$ cat config.mk
export PLATFORM = sky130hd
export DESIGN_NAME = periodic_task_timer_table_flat
export DESIGN_NICKNAME = d
export VERILOG_FILES = /design/src/pttt_pkg.sv /design/src/pttt_if.sv /design/src/periodic_task_timer_table.sv /design/src/pttt_tick_unit.sv /design/src/flat_wrapper.sv
export SDC_FILE = /design/constraint.sdc
export NUM_CORES = 1
export LEC_CHECK = 0
export BUFFER_PORTS_ARGS = -buffer_cell sky130_fd_sc_hd__buf_2
export CORE_ASPECT_RATIO = 1.25
export CORE_UTILIZATION = 40
export CTS_BUF_LIST = sky130_fd_sc_hd__clkbuf_4 sky130_fd_sc_hd__clkbuf_8
export CTS_CLUSTER_SIZE = 30
export DETAILED_ROUTE_END_ITERATION = 10
export HOLD_SLACK_MARGIN = 0.06
export MAX_ROUTING_LAYER = met4
export PLACE_DENSITY = 0.52
export SLEW_MARGIN = 20
export SYNTH_ARGS = -nofsm -noshare
export SYNTH_HDL_FRONTEND = slang
export SYNTH_SLANG_ARGS = --single-unit
$ cat constraint.sdc
create_clock -name i_clk -period 4 [get_ports i_clk]
set_input_delay 0.6 -clock i_clk [delete_from_list [all_inputs] [get_ports i_clk]]
set_output_delay 0.6 -clock i_clk [all_outputs]
set_load 0.01 [all_outputs]
$ cat src/pttt_pkg.sv
// Shared widths, defaults and codes of the periodic task timer table.
`default_nettype none
package pttt_pkg;

    localparam int NUM_SLOTS_DEF   = 8;
    localparam int COUNT_WIDTH_DEF = 16;
    localparam int MAX_RESULTS     = 8;

    localparam int FUNC_W   = 2;
    localparam int SLOT_W   = 3;
    localparam int FIELD_W  = 16;
    localparam int STATUS_W = 3;

    typedef enum logic [FUNC_W-1:0] {
        FN_TICK   = 2'd0,
        FN_ADD    = 2'd1,
        FN_REMOVE = 2'd2,
        FN_RUN    = 2'd3
    } t_func;

    typedef enum logic [STATUS_W-1:0] {
        ST_ADDED         = 3'd0,
        ST_ADD_REJECT    = 3'd1,
        ST_REMOVED       = 3'd2,
        ST_REMOVE_ABSENT = 3'd3,
        ST_TICK_DONE     = 3'd4,
        ST_TASK_DUE      = 3'd5,
        ST_NONE_DUE      = 3'd6
    } t_status;

endpackage
`default_nettype wire

$ cat src/pttt_if.sv
// Request and result channel interfaces of the periodic task timer table.
`default_nettype none
interface pttt_req_if;
    import pttt_pkg::*;

    logic               valid;
    logic               ready;
    logic [FUNC_W-1:0]  func;
    logic [SLOT_W-1:0]  slot;
    logic [FIELD_W-1:0] first_expire;
    logic [FIELD_W-1:0] reload_period;

    modport source (output valid, output func, output slot, output first_expire,
                    output reload_period, input ready);
    modport sink   (input valid, input func, input slot, input first_expire,
                    input reload_period, output ready);
endinterface

interface pttt_res_if;
    import pttt_pkg::*;

    logic                valid;
    logic                ready;
    logic [STATUS_W-1:0] status;
    logic [SLOT_W-1:0]   task_slot;
    logic                is_last;

    modport source (output valid, output status, output task_slot, output is_last,
                    input ready);
    modport sink   (input valid, input status, input task_slot, input is_last,
                    output ready);
endinterface
`default_nettype wire

$ cat src/periodic_task_timer_table.sv
// Periodic task timer table: slot table of countdown tasks with add, remove, tick and run.
//
// Requests arrive on i_req (func, slot, first_expire, reload_period) and results leave
// on o_res (status, task_slot, is_last); a transaction completes when valid and ready
// are both high. The last result of each request carries is_last.
// Add, remove and a run with nothing due answer from the slot flags: the result is
// registered at the accepting edge and shows on o_res in the next cycle.
// A tick walks every slot through one shared decrement unit and the count/period RAM,
// one slot per cycle with a registered RAM read, then S_TWB and S_TDONE give the result.
// A run scans one slot per cycle, waiting at a due slot while the output is stalled, and
// returns one result per due slot, at most eight.
// i_req.ready is high only while no request is in work and the output register is free
// or being emptied; a stalled receiver holds the result and pauses the sequencer.
// Reset frees every slot and clears every due mark; the RAM needs no clearing pass,
// since an entry is used only for an active slot, which an add has written.
`default_nettype none
module periodic_task_timer_table #(
    parameter int NUM_SLOTS   = pttt_pkg::NUM_SLOTS_DEF,
    parameter int COUNT_WIDTH = pttt_pkg::COUNT_WIDTH_DEF
) (
    input  logic        i_clk,
    input  logic        i_rst_n,
    pttt_req_if.sink    i_req,
    pttt_res_if.source  o_res
);
    import pttt_pkg::*;

    localparam int SW    = (NUM_SLOTS > 1) ? $clog2(NUM_SLOTS) : 1;
    localparam int IW    = (SW > SLOT_W) ? SW : SLOT_W;
    localparam int IW1   = IW + 1;
    localparam int CNT_W = $clog2(MAX_RESULTS);
    localparam int MW    = 2 * COUNT_WIDTH;
    localparam logic [SW-1:0]    LAST_SLOT  = SW'(NUM_SLOTS - 1);
    localparam logic [IW:0]      NUM_SLOT_V = IW1'(NUM_SLOTS);
    localparam logic [CNT_W-1:0] LAST_CNT   = CNT_W'(MAX_RESULTS - 1);

    typedef enum logic [4:0] {
        S_IDLE  = 5'b00001,
        S_TICK  = 5'b00010,
        S_TWB   = 5'b00100,
        S_TDONE = 5'b01000,
        S_RUN   = 5'b10000
    } t_state;

    t_state                 r_state, n_state;
    logic [NUM_SLOTS-1:0]   r_active, n_active;
    logic [NUM_SLOTS-1:0]   r_due, n_due;
    logic [NUM_SLOTS-1:0]   r_oneshot, n_oneshot;
    logic [NUM_SLOTS-1:0]   r_pend, n_pend;
    logic [SW-1:0]          r_ptr, n_ptr;
    logic [SW-1:0]          r_wb_ptr, n_wb_ptr;
    logic                   r_wb_valid, n_wb_valid;
    logic [CNT_W-1:0]       r_cnt, n_cnt;
    logic                   r_out_valid, n_out_valid;
    t_status                r_out_status, n_out_status;
    logic [SLOT_W-1:0]      r_out_slot, n_out_slot;
    logic                   r_out_last, n_out_last;

    logic [MW-1:0]          r_mem [NUM_SLOTS];
    logic [MW-1:0]          r_rd_data;
    logic                   mem_we;
    logic [SW-1:0]          wr_addr;
    logic [MW-1:0]          wr_data;

    logic [COUNT_WIDTH-1:0] tu_count;
    logic                   tu_due;
    logic                   out_free;
    logic                   accept;
    logic [IW-1:0]          slot_ext;
    logic [SW-1:0]          idx;
    logic                   in_range;
    logic [COUNT_WIDTH-1:0] add_first;
    logic [COUNT_WIDTH-1:0] add_reload;
    logic [NUM_SLOTS-1:0]   ptr_hot;
    logic                   run_last;
    logic                   wb_en;

    pttt_tick_unit #(
        .COUNT_WIDTH (COUNT_WIDTH)
    ) u_tick_unit (
        .i_count  (r_rd_data[COUNT_WIDTH-1:0]),
        .i_period (r_rd_data[MW-1:COUNT_WIDTH]),
        .o_count  (tu_count),
        .o_due    (tu_due)
    );

    assign out_free    = !r_out_valid || o_res.ready;
    assign i_req.ready = i_rst_n && (r_state == S_IDLE) && out_free;
    assign accept      = i_req.valid && i_req.ready;

    assign o_res.valid     = r_out_valid;
    assign o_res.status    = r_out_status;
    assign o_res.task_slot = r_out_slot;
    assign o_res.is_last   = r_out_last;

    always_comb begin
        slot_ext   = IW'(i_req.slot);
        idx        = slot_ext[SW-1:0];
        in_range   = ({1'b0, slot_ext} < NUM_SLOT_V);
        add_first  = COUNT_WIDTH'(i_req.first_expire);
        add_reload = COUNT_WIDTH'(i_req.reload_period);
        ptr_hot    = '0;
        ptr_hot[r_ptr] = 1'b1;
        run_last   = (r_cnt == LAST_CNT) || ((r_pend & ~ptr_hot) == '0);
        wb_en      = ((r_state == S_TICK) || (r_state == S_TWB)) && r_wb_valid
                     && r_active[r_wb_ptr];
    end

    always_comb begin
        n_state      = r_state;
        n_active     = r_active;
        n_due        = r_due;
        n_oneshot    = r_oneshot;
        n_pend       = r_pend;
        n_ptr        = r_ptr;
        n_wb_ptr     = r_wb_ptr;
        n_wb_valid   = r_wb_valid;
        n_cnt        = r_cnt;
        n_out_valid  = r_out_valid && !o_res.ready;
        n_out_status = r_out_status;
        n_out_slot   = r_out_slot;
        n_out_last   = r_out_last;
        mem_we       = 1'b0;
        wr_addr      = idx;
        wr_data      = {add_reload, add_first};

        if (wb_en) begin
            mem_we  = 1'b1;
            wr_addr = r_wb_ptr;
            wr_data = {r_rd_data[MW-1:COUNT_WIDTH], tu_count};
            if (tu_due) begin
                n_due[r_wb_ptr] = 1'b1;
            end
        end

        unique case (r_state)
            S_IDLE: begin
                n_wb_valid = 1'b0;
                if (accept) begin
                    n_out_slot = i_req.slot;
                    n_out_last = 1'b1;
                    case (t_func'(i_req.func))
                        FN_TICK: begin
                            n_ptr   = '0;
                            n_state = S_TICK;
                        end
                        FN_ADD: begin
                            n_out_valid = 1'b1;
                            if (in_range && !r_active[idx]) begin
                                n_active[idx]  = 1'b1;
                                n_due[idx]     = 1'b0;
                                n_oneshot[idx] = (add_reload == '0);
                                mem_we         = 1'b1;
                                n_out_status   = ST_ADDED;
                            end else begin
                                n_out_status = ST_ADD_REJECT;
                            end
                        end
                        FN_REMOVE: begin
                            n_out_valid = 1'b1;
                            if (in_range && r_active[idx]) begin
                                n_active[idx] = 1'b0;
                                n_due[idx]    = 1'b0;
                                n_out_status  = ST_REMOVED;
                            end else begin
                                n_out_status = ST_REMOVE_ABSENT;
                            end
                        end
                        default: begin
                            if ((r_active & r_due) == '0) begin
                                n_out_valid  = 1'b1;
                                n_out_status = ST_NONE_DUE;
                                n_out_slot   = '0;
                            end else begin
                                n_pend  = r_active & r_due;
                                n_ptr   = '0;
                                n_cnt   = '0;
                                n_state = S_RUN;
                            end
                        end
                    endcase
                end
            end
            S_TICK: begin
                n_wb_valid = 1'b1;
                n_wb_ptr   = r_ptr;
                if (r_ptr == LAST_SLOT) begin
                    n_state = S_TWB;
                end else begin
                    n_ptr = r_ptr + SW'(1);
                end
            end
            S_TWB: begin
                n_wb_valid = 1'b0;
                n_state    = S_TDONE;
            end
            S_TDONE: begin
                if (out_free) begin
                    n_out_valid  = 1'b1;
                    n_out_status = ST_TICK_DONE;
                    n_out_slot   = '0;
                    n_out_last   = 1'b1;
                    n_state      = S_IDLE;
                end
            end
            S_RUN: begin
                if (r_pend[r_ptr]) begin
                    if (out_free) begin
                        n_out_valid    = 1'b1;
                        n_out_status   = ST_TASK_DUE;
                        n_out_slot     = SLOT_W'(r_ptr);
                        n_out_last     = run_last;
                        n_due[r_ptr]   = 1'b0;
                        n_pend[r_ptr]  = 1'b0;
                        n_cnt          = r_cnt + CNT_W'(1);
                        if (r_oneshot[r_ptr]) begin
                            n_active[r_ptr] = 1'b0;
                        end
                        if (run_last || (r_ptr == LAST_SLOT)) begin
                            n_state = S_IDLE;
                        end else begin
                            n_ptr = r_ptr + SW'(1);
                        end
                    end
                end else if (r_ptr == LAST_SLOT) begin
                    n_state = S_IDLE;
                end else begin
                    n_ptr = r_ptr + SW'(1);
                end
            end
            default: begin
                n_state = S_IDLE;
            end
        endcase
    end

    always_ff @(posedge i_clk) begin
        if (!i_rst_n) begin
            r_state     <= S_IDLE;
            r_active    <= '0;
            r_due       <= '0;
            r_pend      <= '0;
            r_ptr       <= '0;
            r_wb_ptr    <= '0;
            r_wb_valid  <= 1'b0;
            r_cnt       <= '0;
            r_out_valid <= 1'b0;
        end else begin
            r_state     <= n_state;
            r_active    <= n_active;
            r_due       <= n_due;
            r_pend      <= n_pend;
            r_ptr       <= n_ptr;
            r_wb_ptr    <= n_wb_ptr;
            r_wb_valid  <= n_wb_valid;
            r_cnt       <= n_cnt;
            r_out_valid <= n_out_valid;
        end
    end

    always_ff @(posedge i_clk) begin
        r_oneshot    <= n_oneshot;
        r_out_status <= n_out_status;
        r_out_slot   <= n_out_slot;
        r_out_last   <= n_out_last;
    end

    always_ff @(posedge i_clk) begin
        if (mem_we) begin
            r_mem[wr_addr] <= wr_data;
        end
        r_rd_data <= r_mem[r_ptr];
    end
endmodule
`default_nettype wire

$ cat src/pttt_tick_unit.sv
// Shared countdown unit: decrement one slot count, detect expiry and reload.
`default_nettype none
module pttt_tick_unit #(
    parameter int COUNT_WIDTH = pttt_pkg::COUNT_WIDTH_DEF
) (
    input  logic [COUNT_WIDTH-1:0] i_count,
    input  logic [COUNT_WIDTH-1:0] i_period,
    output logic [COUNT_WIDTH-1:0] o_count,
    output logic                   o_due
);
    logic [COUNT_WIDTH-1:0] dec;

    always_comb begin
        dec   = i_count - COUNT_WIDTH'(1);
        o_due = (dec == '0);
        if (o_due && (i_period != '0)) begin
            o_count = i_period;
        end else begin
            o_count = dec;
        end
    end
endmodule
`default_nettype wire

$ cat src/flat_wrapper.sv
// flat-port wrapper written by rule: the top's interface ports become plain ports
module periodic_task_timer_table_flat import pttt_pkg::*;
#(
    parameter int NUM_SLOTS   = pttt_pkg::NUM_SLOTS_DEF,
    parameter int COUNT_WIDTH = pttt_pkg::COUNT_WIDTH_DEF
)
  (i_clk, i_rst_n, i_req_valid, i_req_func, i_req_slot, i_req_first_expire, i_req_reload_period, i_req_ready, o_res_valid, o_res_status, o_res_task_slot, o_res_is_last, o_res_ready);
  pttt_req_if i_req_i ();
  pttt_res_if o_res_i ();
  input  logic i_clk;
  input  logic i_rst_n;
  input wire logic [$bits(i_req_i.valid)-1:0] i_req_valid;
  input wire logic [$bits(i_req_i.func)-1:0] i_req_func;
  input wire logic [$bits(i_req_i.slot)-1:0] i_req_slot;
  input wire logic [$bits(i_req_i.first_expire)-1:0] i_req_first_expire;
  input wire logic [$bits(i_req_i.reload_period)-1:0] i_req_reload_period;
  output wire logic [$bits(i_req_i.ready)-1:0] i_req_ready;
  output wire logic [$bits(o_res_i.valid)-1:0] o_res_valid;
  output wire logic [$bits(o_res_i.status)-1:0] o_res_status;
  output wire logic [$bits(o_res_i.task_slot)-1:0] o_res_task_slot;
  output wire logic [$bits(o_res_i.is_last)-1:0] o_res_is_last;
  input wire logic [$bits(o_res_i.ready)-1:0] o_res_ready;
  assign i_req_i.valid = i_req_valid;
  assign i_req_i.func = i_req_func;
  assign i_req_i.slot = i_req_slot;
  assign i_req_i.first_expire = i_req_first_expire;
  assign i_req_i.reload_period = i_req_reload_period;
  assign i_req_ready = i_req_i.ready;
  assign o_res_valid = o_res_i.valid;
  assign o_res_status = o_res_i.status;
  assign o_res_task_slot = o_res_i.task_slot;
  assign o_res_is_last = o_res_i.is_last;
  assign o_res_i.ready = o_res_ready;
  periodic_task_timer_table #(.NUM_SLOTS(NUM_SLOTS), .COUNT_WIDTH(COUNT_WIDTH)) u_core (.i_clk(i_clk), .i_rst_n(i_rst_n), .i_req(i_req_i), .o_res(o_res_i));
endmodule
## Word-level counts from Yosys, hierarchy flattened

Memory sizes are Yosys's and may differ from the RTL's. A register that Yosys moved wholly into a read port is not among the register bits.
Index checks and enable logic that the tools add are counted.

| word-level totals | value |
|---|---|
| flip-flop bits (word level) | 55 |
| latch bits | 0 |
| RAM bits | 256 |
| ROM bits | 0 |
| input port bits | 41 |
| output and inout port bits | 9 |
| memories kept | 1 |

Memory list:

| name | depth | width | rd ports | clocked after memory_dff | wr ports | line | source |
|---|---|---|---|---|---|---|---|
| u_core.r_mem | 8 | 32 | 1 | 1 | 1 | periodic_task_timer_table.sv:59 | `logic [MW-1:0] r_mem [NUM_SLOTS];` |

| operators by class | value |
|---|---|
| $add $sub $neg | 3 |
| multiply operators | 0 |
| divide/modulo/power cells | 0 |
| magnitude comparators | 6 |
| eq/ne operators | 28 |
| shift-type cells | 0 |
| muxes and demuxes | 99 |
| bitwise operators | 11 |
| reduce and logical (&&, ||, !) cells | 36 |

Operators with widths:

| operator | number |
|---|---|
| 2-to-1 mux 8 bit | 18 |
| case mux 8 bit (2 select lines) | 5 |
| 2-to-1 mux 3 bit | 22 |
| AND 8 bit | 6 |
| 2-to-1 mux 5 bit | 8 |
| case mux 3 bit (3 select lines) | 4 |
| logical NOT 16 bit | 2 |
| 2-to-1 mux 32 bit | 1 |
| case mux 5 bit (5 select lines) | 1 |
| 2-to-1 mux 1 bit | 24 |
| inequality test 3 bit (second input constant) | 6 |
| logical NOT 8 bit | 2 |
| 2-to-1 mux 16 bit | 1 |
| inverter 8 bit | 2 |
| OR 8 bit | 2 |
| AND reduction 8 bit | 2 |
| nonzero test 16 bit | 1 |
| subtractor 16 x 1 -> 16 bit (second input constant) | 1 |
| binary-select mux 1 bit (select 3 bit) | 4 |
| less-than comparator 3 x 4 -> 1 bit (second input constant) | 3 |
| case mux 3 bit (2 select lines) | 2 |
| AND reduction 6 bit | 2 |
| logical AND 1 bit | 10 |
| inequality test 2 x 1 -> 1 bit (second input constant) | 5 |
| 30 further kinds | 49 |

## Longest topological paths before layout

Gate-level depths: netlist of the first run.

| logic depth | value |
|---|---|
| depth after elaboration | 13 |
| gate-level depth with buffers | 11 |

## Cells and area by module

A second synthesis of the first run with hierarchy kept.

| second synthesis, totals | value |
|---|---|
| cell total of the unflattened synthesis | 1,052 |
| area, all modules | 14,381.3 µm² |

By module, submodules not included:

| module | instances | cells an instance | area each (µm²) |
|---|---|---|---|
| periodic_task_timer_table | 1 | 963 | 13,748.2 |
| pttt_tick_unit | 1 | 89 | 633.1 |

## Worst setup path before layout of the first run

Ideal clock, no wire load.

| path | value |
|---|---|
| path kind | input -> register |
| start | input port i_req_slot[2] |
| end | memory u_core.r_mem[7][0] (netlist bit), enable pin |
| arrival time | 3.160 ns |
| required time | 3.579 ns |
| path slack | 0.419 ns |
| stages | 7 |
| path buffers | 1 |
| path through | clkbuf_1 -> mux2i_1 -> a2bb2oi_1 -> o221ai_1 -> nor2b_1 -> a21boi_0 -> nor2_1 |

| on the way | value |
|---|---|
| word-level cells in the longest chain between the ends | 8 |

Ends and longest elaborated chain:

| item | line | source |
|---|---|---|
| start: declaration | flat_wrapper.sv:14 | `input wire logic [$bits(i_req_i.slot)-1:0] i_req_slot;` |
| binary-select mux 1 bit (select 3 bit) | periodic_task_timer_table.sv:149 | `if (in_range && !r_active[idx]) begin` |
| 2-to-1 mux 1 bit (implied by the code) | periodic_task_timer_table.sv:149 |  |
| 2-to-1 mux 1 bit | periodic_task_timer_table.sv:149 |  |
| 2-to-1 mux 1 bit | periodic_task_timer_table.sv:142 | `case (t_func'(i_req.func))` |
| 2-to-1 mux 1 bit | periodic_task_timer_table.sv:139 | `if (accept) begin` |
| 2-to-1 mux 1 bit | periodic_task_timer_table.sv:136 | `unique case (r_state)` |
| 2-to-1 mux 1 bit | periodic_task_timer_table.sv:269 | `if (mem_we) begin` |
| 2-to-1 mux 1 bit (implied by the code) | periodic_task_timer_table.sv:270 | `r_mem[wr_addr] <= wr_data;` |
| end: declaration | periodic_task_timer_table.sv:59 |  |

Parallel ways exist; a longest one is shown, timed or not. The select of a mux whose other input is x is not followed.

## Worst setup path after layout of the first run

| path | value |
|---|---|
| start | register u_core.r_rd_data[1] (read register of u_core.r_mem) |
| end | memory u_core.r_mem[7][7] (netlist bit) (data pin) |

| on the way | value |
|---|---|
| word-level cells in the longest chain between the ends | 5 |

Ends and longest elaborated chain:

| item | line | source |
|---|---|---|
| start: declaration | periodic_task_timer_table.sv:60 | `logic [MW-1:0] r_rd_data;` |
| subtractor 16 x 1 -> 16 bit * | pttt_tick_unit.sv:14 | `dec = i_count - COUNT_WIDTH'(1);` |
| logical NOT 16 bit | pttt_tick_unit.sv:15 | `o_due = (dec == '0);` |
| logical AND 1 bit | pttt_tick_unit.sv:16 | `if (o_due && (i_period != '0)) begin` |
| 2-to-1 mux 16 bit * | pttt_tick_unit.sv:16 |  |
| 2-to-1 mux 32 bit * | periodic_task_timer_table.sv:127 | `if (wb_en) begin` |
| via u_core.wr_data[7] | periodic_task_timer_table.sv:63 | `logic [MW-1:0] wr_data;` |

The timed path passes the listed nets; every way through them passes the cells marked *.

==> metrics.cfg, run 1 <==
[floorplanning]
die_x_um = 173
design.core.area_sq_mm = 0.0356
die_y_um = 215
start_util_pct = 40.9
die_area_sq_mm = 0.0371
std_cell_rows = 77
pin_count = 50

[global_route]
gr-usage-met1_pct = 28.5
grt.busiest_layer = met2
grtUsageMet2_pct = 40.9
grtUsageMet3_pct = 3.18
grt_util_all_layers_pct = 23.7
grt_pass1_wl_um = 63800
grt_pass1_vias = 10200
grt_max_degree = 35
grt_overflow = 0
antenna_found_initial = 0

[layout]
drive_gt1_share_pct = 19.2
fin_nets = 1251
fin_area_sq_mm = 0.0167
fillers = 3243
num_antenna_cells = 0
syn2layout_area_growth_pct = 14.7
multi_input_area_sq_mm = 0.00466
seqCellArea_sq_mm = 0.00958

[sta]
period_minus_slack_ns = 3.37
rsz0062_at_grt = false
drv_slew = 0
finalSetupTns_ns = 0
relSlewSlack_pct = 33.1
timing.final.crit_share_pct = 84.2
setup_viol = 0
tightest_slew_ns = 1.00
hold_violations = 0
skew_ns = 0.0218
max_clock_freq_mhz = 297

[worst_hold_path]
worstHoldStart = i_req_reload_period[13]
hold_class = primary input to flip-flop

[pwr]
peakVddDrop_uv = 273
p_comb_share_pct = 16.1
swShare_pct = 29.8
power.density_mw_per_mm2 = 522
seqPwrFrac_pct = 49.4
leakage_nw = 5.49
power_mw = 8.70
power.switching_mw = 2.59
p_int_mw = 6.10
power.share.clock_pct = 34.5

[logic_synthesis]
yosysSeqAreaShare_pct = 65.9
synthArstFlopShare_pct = 0
netlist_area_sq_mm = 0.0145
synth_edf_count = 271
synthCells = 1137
synth.largest_area_cell = edfxtp_1
syn_nets = 1191
ys_warn_count = 0
yosysMostFrequentCell = edfxtp_1
synth_flop_cell = edfxtp_1
synth.area.top_cells = edfxtp_1, dfxtp_1, a22oi_1, nor2_1, nand4_1
synth-seq-cells = 343
yosysUniqueCellTypes = 74
synth_common_cells = edfxtp_1, a22oi_1, nor2_1, dfxtp_1, clkbuf_1
synth_area_per_cell_sq_um = 12.8
synth_top_cell_area_share_pct = 55.9

[drt]
vias = 10100
drtPass1Iterations = 5
post_drt_wl_per_cell_um = 25.0
wirelength_um = 42900
post-route-drc-count = 0
ant_nets = 0
viasPerCell = 5.91
drtIter0Drc = 818

[placed_design]
placed_area_sq_mm = 0.0156
routabilityCongestion = 0.871
port_buffers = 49
dp_hpwl_um = 26100

[critical_path]
worstPathRequired_ns = 4.30
start_kind = flip-flop
crit_chain = inv_1 > ha_1 > or4b_2 > o22ai_1 > a2bb2oi_1 > nor4_4 > buf_4 > nand4_1 > a41oi_1
critPathSlowestCell = or4b_2
path_class = flip-flop to flip-flop
cp-startpoint = u_core.r_rd_data[1]$_DFF_P_
cp_max_fo = 11
crit_arrival_ns = 3.66
rr_startpoint = u_core.r_rd_data[1]$_DFF_P_
crit_path_end_kind = flip-flop
critPathMaxStageDelay_ns = 0.65

[cts]
postCtsResizedCells = 0
clockRootBuffer = clkbuf_8
cts_tree = built
clock_path_buffers = 3
hold_buffers = 0
cts_num_sinks = 343
cts_setup_buffers = 0
clock_latency_ns = 0.61
cts_buffers = 55
clk_pin_slew_worst_paths_ns = 0.06
htreeDepth = 2

[run]
max_cap_viol_count = 0

[status]
outcome = completed

layer usage:
metal	vias to the layer above	share of wire (%)	wire length, um
li1	4623	-	-
met4	0	2.7	1170
met1	5066	41	17700
met5	-	0	0
met3	83	5.2	2240
met2	376	51	21700
power groups by stage:
stage               clock, mW  sequential, mW  combinational [mW]
finish                   3.00            4.30                1.40
floorplan                   0            4.17               0.993
global placement            0            4.36                1.38
CTS                      3.08            4.29                1.38
detailed placement          0            4.36                1.38
global route             3.23            4.31                1.52
sequential cells by signal, indices dropped and copies added, names as in the netlist, named ones only:
register	cells
u_core.o_res.is_last	1
u_core.o_res.status	3
u_core.o_res.task_slot	3
u_core.o_res.valid	1
u_core.r_cnt	3
u_core.r_due	8
u_core.r_mem	256
u_core.r_oneshot	8
u_core.r_pend	8
u_core.r_ptr	3
u_core.r_rd_data	32
u_core.r_state	5
u_core.r_wb_ptr	3
u_core.r_wb_valid	1
final cells by class:
| class | instances | share of cell area (%) |
|---|---|---|
| inverter | 16 | 0.360 |
| sequential | 343 | 57.4 |
| multi-input combinational | 691 | 28.0 |
| clock buffer | 77 | 5.64 |
| tap | 474 | 3.56 |
| clock inverter | 26 | 0.968 |
| timing repair buffer | 90 | 4.07 |
per-stage QoR:
stage | setup slack (ns) | hold WS, ns | cells | util, %
after global routing | 0.490 | 0.436 | 1717 | 46.9
after global placement | 0.683 | 0.442 | 1614 | 43.8
after CTS | 0.685 | 0.400 | 1717 | 46.9
final | 0.633 | 0.444 | 1717 | 46.9
after detailed placement | 0.661 | 0.453 | 1614 | 43.8
after floorplan | 0.419 | 0.436 | 1137 | -
cell usage in the layout, fill, tap and decap left out, types with 15 or more instances in the layout:
cell type	instances
clkbuf_4	19
nor4_1	23
nand3_1	18
nand2_1	55
edfxtp_1	271
dfxtp_1	72
a31oi_1	31
buf_4	31
nor2_1	72
o21ai_0	31
buf_2	49
inv_1	15
nand4_1	46
clkbuf_8	58
nor3_1	20
a22oi_1	121
a21oi_1	41
mux2_2	18
cells by family after synthesis:
group | count (synthesis) | synth area share, %
flops | 343 | 65.9
xor+xnor | 14 | 0.843
buf+inv | 103 | 2.82
simple gates | 328 | 12.2
fa+ha+maj | 13 | 1.12
compound gates | 304 | 14.7
mux | 32 | 2.44
critical path: cells and delay by family (launching register included):
kind,cells,cell delay (ns)
AOI/OAI and AO/OA,3,0.89
buffers and inverters,2,0.38
DFF,1,0.55
and+or+nand+nor,3,0.93
adders and majority gates,1,0.33
final timing paths:
kind	to	slack [ns]	cells past startpoint
worst max-delay path	u_core.r_mem[7][7]$_DFFE_PP_	0.63	9
worst min-delay path	u_core.r_mem[5][29]$_DFFE_PP_	0.44	2
worst max register to register	u_core.r_mem[7][7]$_DFFE_PP_	0.63	9
worst min register to register	u_core.r_cnt[2]$_SDFFE_PN0P_	0.46	2
(Power assumes the default switching activity.)
==> run 2, diff against run 1 <==
Settings changed: ABC_AREA from default to 1, PLACE_DENSITY 0.52 to 0.55.
Clock period 4 ns to 2.7 ns, I/O delays scaled along.
==> metrics.cfg, run 2 <==
[status]
outcome = completed

[logic_synthesis]
synth_fa_ha_area_share_pct = 1.10
synth_xor_area_share_pct = 0.118
yosysSeqAreaShare_pct = 64.5
synth-simple-area-share_pct = 20.5
synth.largest_area_cell = edfxtp_1
synthArstFlopShare_pct = 0
synth_flop_cell = edfxtp_1
synth_area_per_cell_sq_um = 10.5
synthCells = 1412
synth-seq-cells = 343
yosysMostFrequentCell = nand2_1
synth_common_cells = nand2_1, edfxtp_1, nor2_1, inv_1, dfxtp_1
ys_warn_count = 0
syn_nets = 1466
yosysUniqueCellTypes = 42
synth_top_family_by_area = simple AND/OR/NAND/NOR gates
synth.area.top_cells = edfxtp_1, dfxtp_1, nand2_1, nor2_1, nand4_1
netlist_area_sq_mm = 0.0148
synth_compound_area_share_pct = 9.51
synth_top_cell_area_share_pct = 54.8
muxShareOfSynthArea_pct = 0
synth_edf_count = 271

[cts]
cts_buffers = 56
clock_path_buffers = 3
cts_num_sinks = 343
hold_buffers = 0
cts_tree = built
clockRootBuffer = clkbuf_8
clk_pin_slew_worst_paths_ns = 0.06
clock_latency_ns = 0.61
htreeDepth = 2

[layout]
final_cell_mix = nand2_1, edfxtp_1, nor2_1
final_common_cell = nand2_1
reg.largest.list = u_core.r_mem: 256 flops, u_core.r_rd_data: 32 flops
syn2layout_area_growth_pct = 17.1
num_antenna_cells = 0
fin_area_sq_mm = 0.0174
drive_gt1_share_pct = 17.4
regMostFlops = u_core.r_mem
fillers = 3364
largest_reg_flops = 256
post-route-util_pct = 47.7
fin_nets = 1581

[global_route]
grt_pass1_wl_um = 64600
grt_max_degree = 37
grt_pass1_vias = 11000
antenna_found_initial = 1
grt_util_all_layers_pct = 23.5
grt_overflow = 0

[floorplanning]
pin_count = 50
die_y_um = 217
start_util_pct = 40.8
die_area_sq_mm = 0.0379
die_x_um = 174
design.core.area_sq_mm = 0.0364
std_cell_rows = 78

[worst_hold_path]
hold_path_depth = 3
hold_class = primary input to flip-flop
worstHoldStart = i_req_first_expire[6]

[drt]
vias = 11000
post_drt_wl_per_cell_um = 20.9
post-route-drc-count = 0
drtPass1Iterations = 5
drtIter0Drc = 815
ant_nets = 0
viasPerCell = 5.36
wirelength_um = 42900

[critical_path]
path_class = flip-flop to flip-flop
cp_top_family = simple AND/OR/NAND/NOR gates
crit_arrival_ns = 2.78
cp_max_fo = 18
crit_path_end_kind = flip-flop
crit_chain = nor2_2 > nand3_1 > nand2_1 > nand3_1 > nor3_4 > nand2_1 > o21ai_0 > nand2_1 > nor2_4 > buf_12
critPathSlowestCell = nor3_4
r2r_cells = 10
critPathMaxStageDelay_ns = 0.35
crit_top_cell = nand2_1
worstPathRequired_ns = 2.98
start_kind = flip-flop
path_depth = 10
crit_buf_inv = 1
rr_startpoint = u_core.r_state[0]$_SDFFE_PN1P_
cp-startpoint = u_core.r_state[0]$_SDFFE_PN1P_

[sta]
period_minus_slack_ns = 2.50
skew_ns = 0.0368
layout_setup_ws_ns = 0.198
timing.final.crit_share_pct = 92.7
hold_violations = 0
finalSetupTns_ns = 0
setup_viol = 0
rsz0062_at_grt = false
tightest_slew_ns = 0.713
relSlewSlack_pct = 52.3
max_clock_freq_mhz = 400
drv_slew = 0

[placed_design]
port_buffers = 49
placed_area_sq_mm = 0.0162
place_ws_ns = 0.140
dp_hpwl_um = 28000
routabilityCongestion = 0.922

[run]
max_cap_viol_count = 0

[pwr]
leakage_nw = 6.48
power.density_mw_per_mm2 = 724
peakVddDrop_uv = 425
power_mw = 12.6

==> run 2: kinds of logic after synthesis <==
family	Yosys count
DFF	343
adders and majority gates	13
and+or+nand+nor	683
buffers and inverters	159
AOI/OAI and AO/OA	212
xor gates and xnor gates	2
==> run 2: worst paths after layout <==
kind	endpoint	slack [ns]
worst max-delay path	u_core.r_mem[3][4]$_DFFE_PP_	0.20
worst min-delay path	u_core.r_mem[7][6]$_DFFE_PP_	0.27
worst max register to register	u_core.r_mem[3][4]$_DFFE_PP_	0.20
worst min register to register	u_core.r_rd_data[19]$_DFF_P_	0.45
==> run 2: layout make-up <==
class                      count  area, sq um  area share [%]
clock buffer                  87         1050            6.03
clock inverter                16         81.3           0.468
inverter                     105          397            2.28
multi-input combinational    910         4720            27.2
sequential                   343         9580            55.1
tap                          480          601            3.46
timing repair buffer         111          952            5.48
==> run 2: where the power goes <==
| part | leakage [nW] | internal (mW) | switching (mW) |
|---|---|---|---|
| Combinational | 2.82 | 0.648 | 1.39 |
| Sequential | 3.05 | 5.90 | 0.140 |
| Clock | 0.605 | 2.46 | 2.03 |
==> run 2: worst register-to-register path, cell delays in order (launching register included) <==
cell and delay (ns):
dfxtp_1 0.33, nor2_2 0.17, nand3_1 0.14, nand2_1 0.10, nand3_1 0.12, nor3_4 0.35, nand2_1 0.09, o21ai_0 0.21
nand2_1 0.25, nor2_4 0.20, buf_12 0.21
==> run 2: stage by stage <==
step / hold WS (ns) / cells
finish: 0.271 / 2052
global placement: 0.447 / 1947
global route: 0.286 / 2052
detailed placement: 0.450 / 1947
floorplan: 0.429 / 1412
CTS: 0.244 / 2050
==> run 2: what timing repair did <==
action	in CTS	in global routing
resized for setup	0	12
buffers inserted	0	2
endpoints found under the setup margin	0	289
==> run 2: metal layers <==
layer	vias to the layer above	part of all wire [%]	global-route usage, %
met2	342	50	40.8
met5	-	0	-
li1	5255	-	-
met4	0	3.6	9.39
met3	87	4.8	2.94
met1	5309	41	27.5
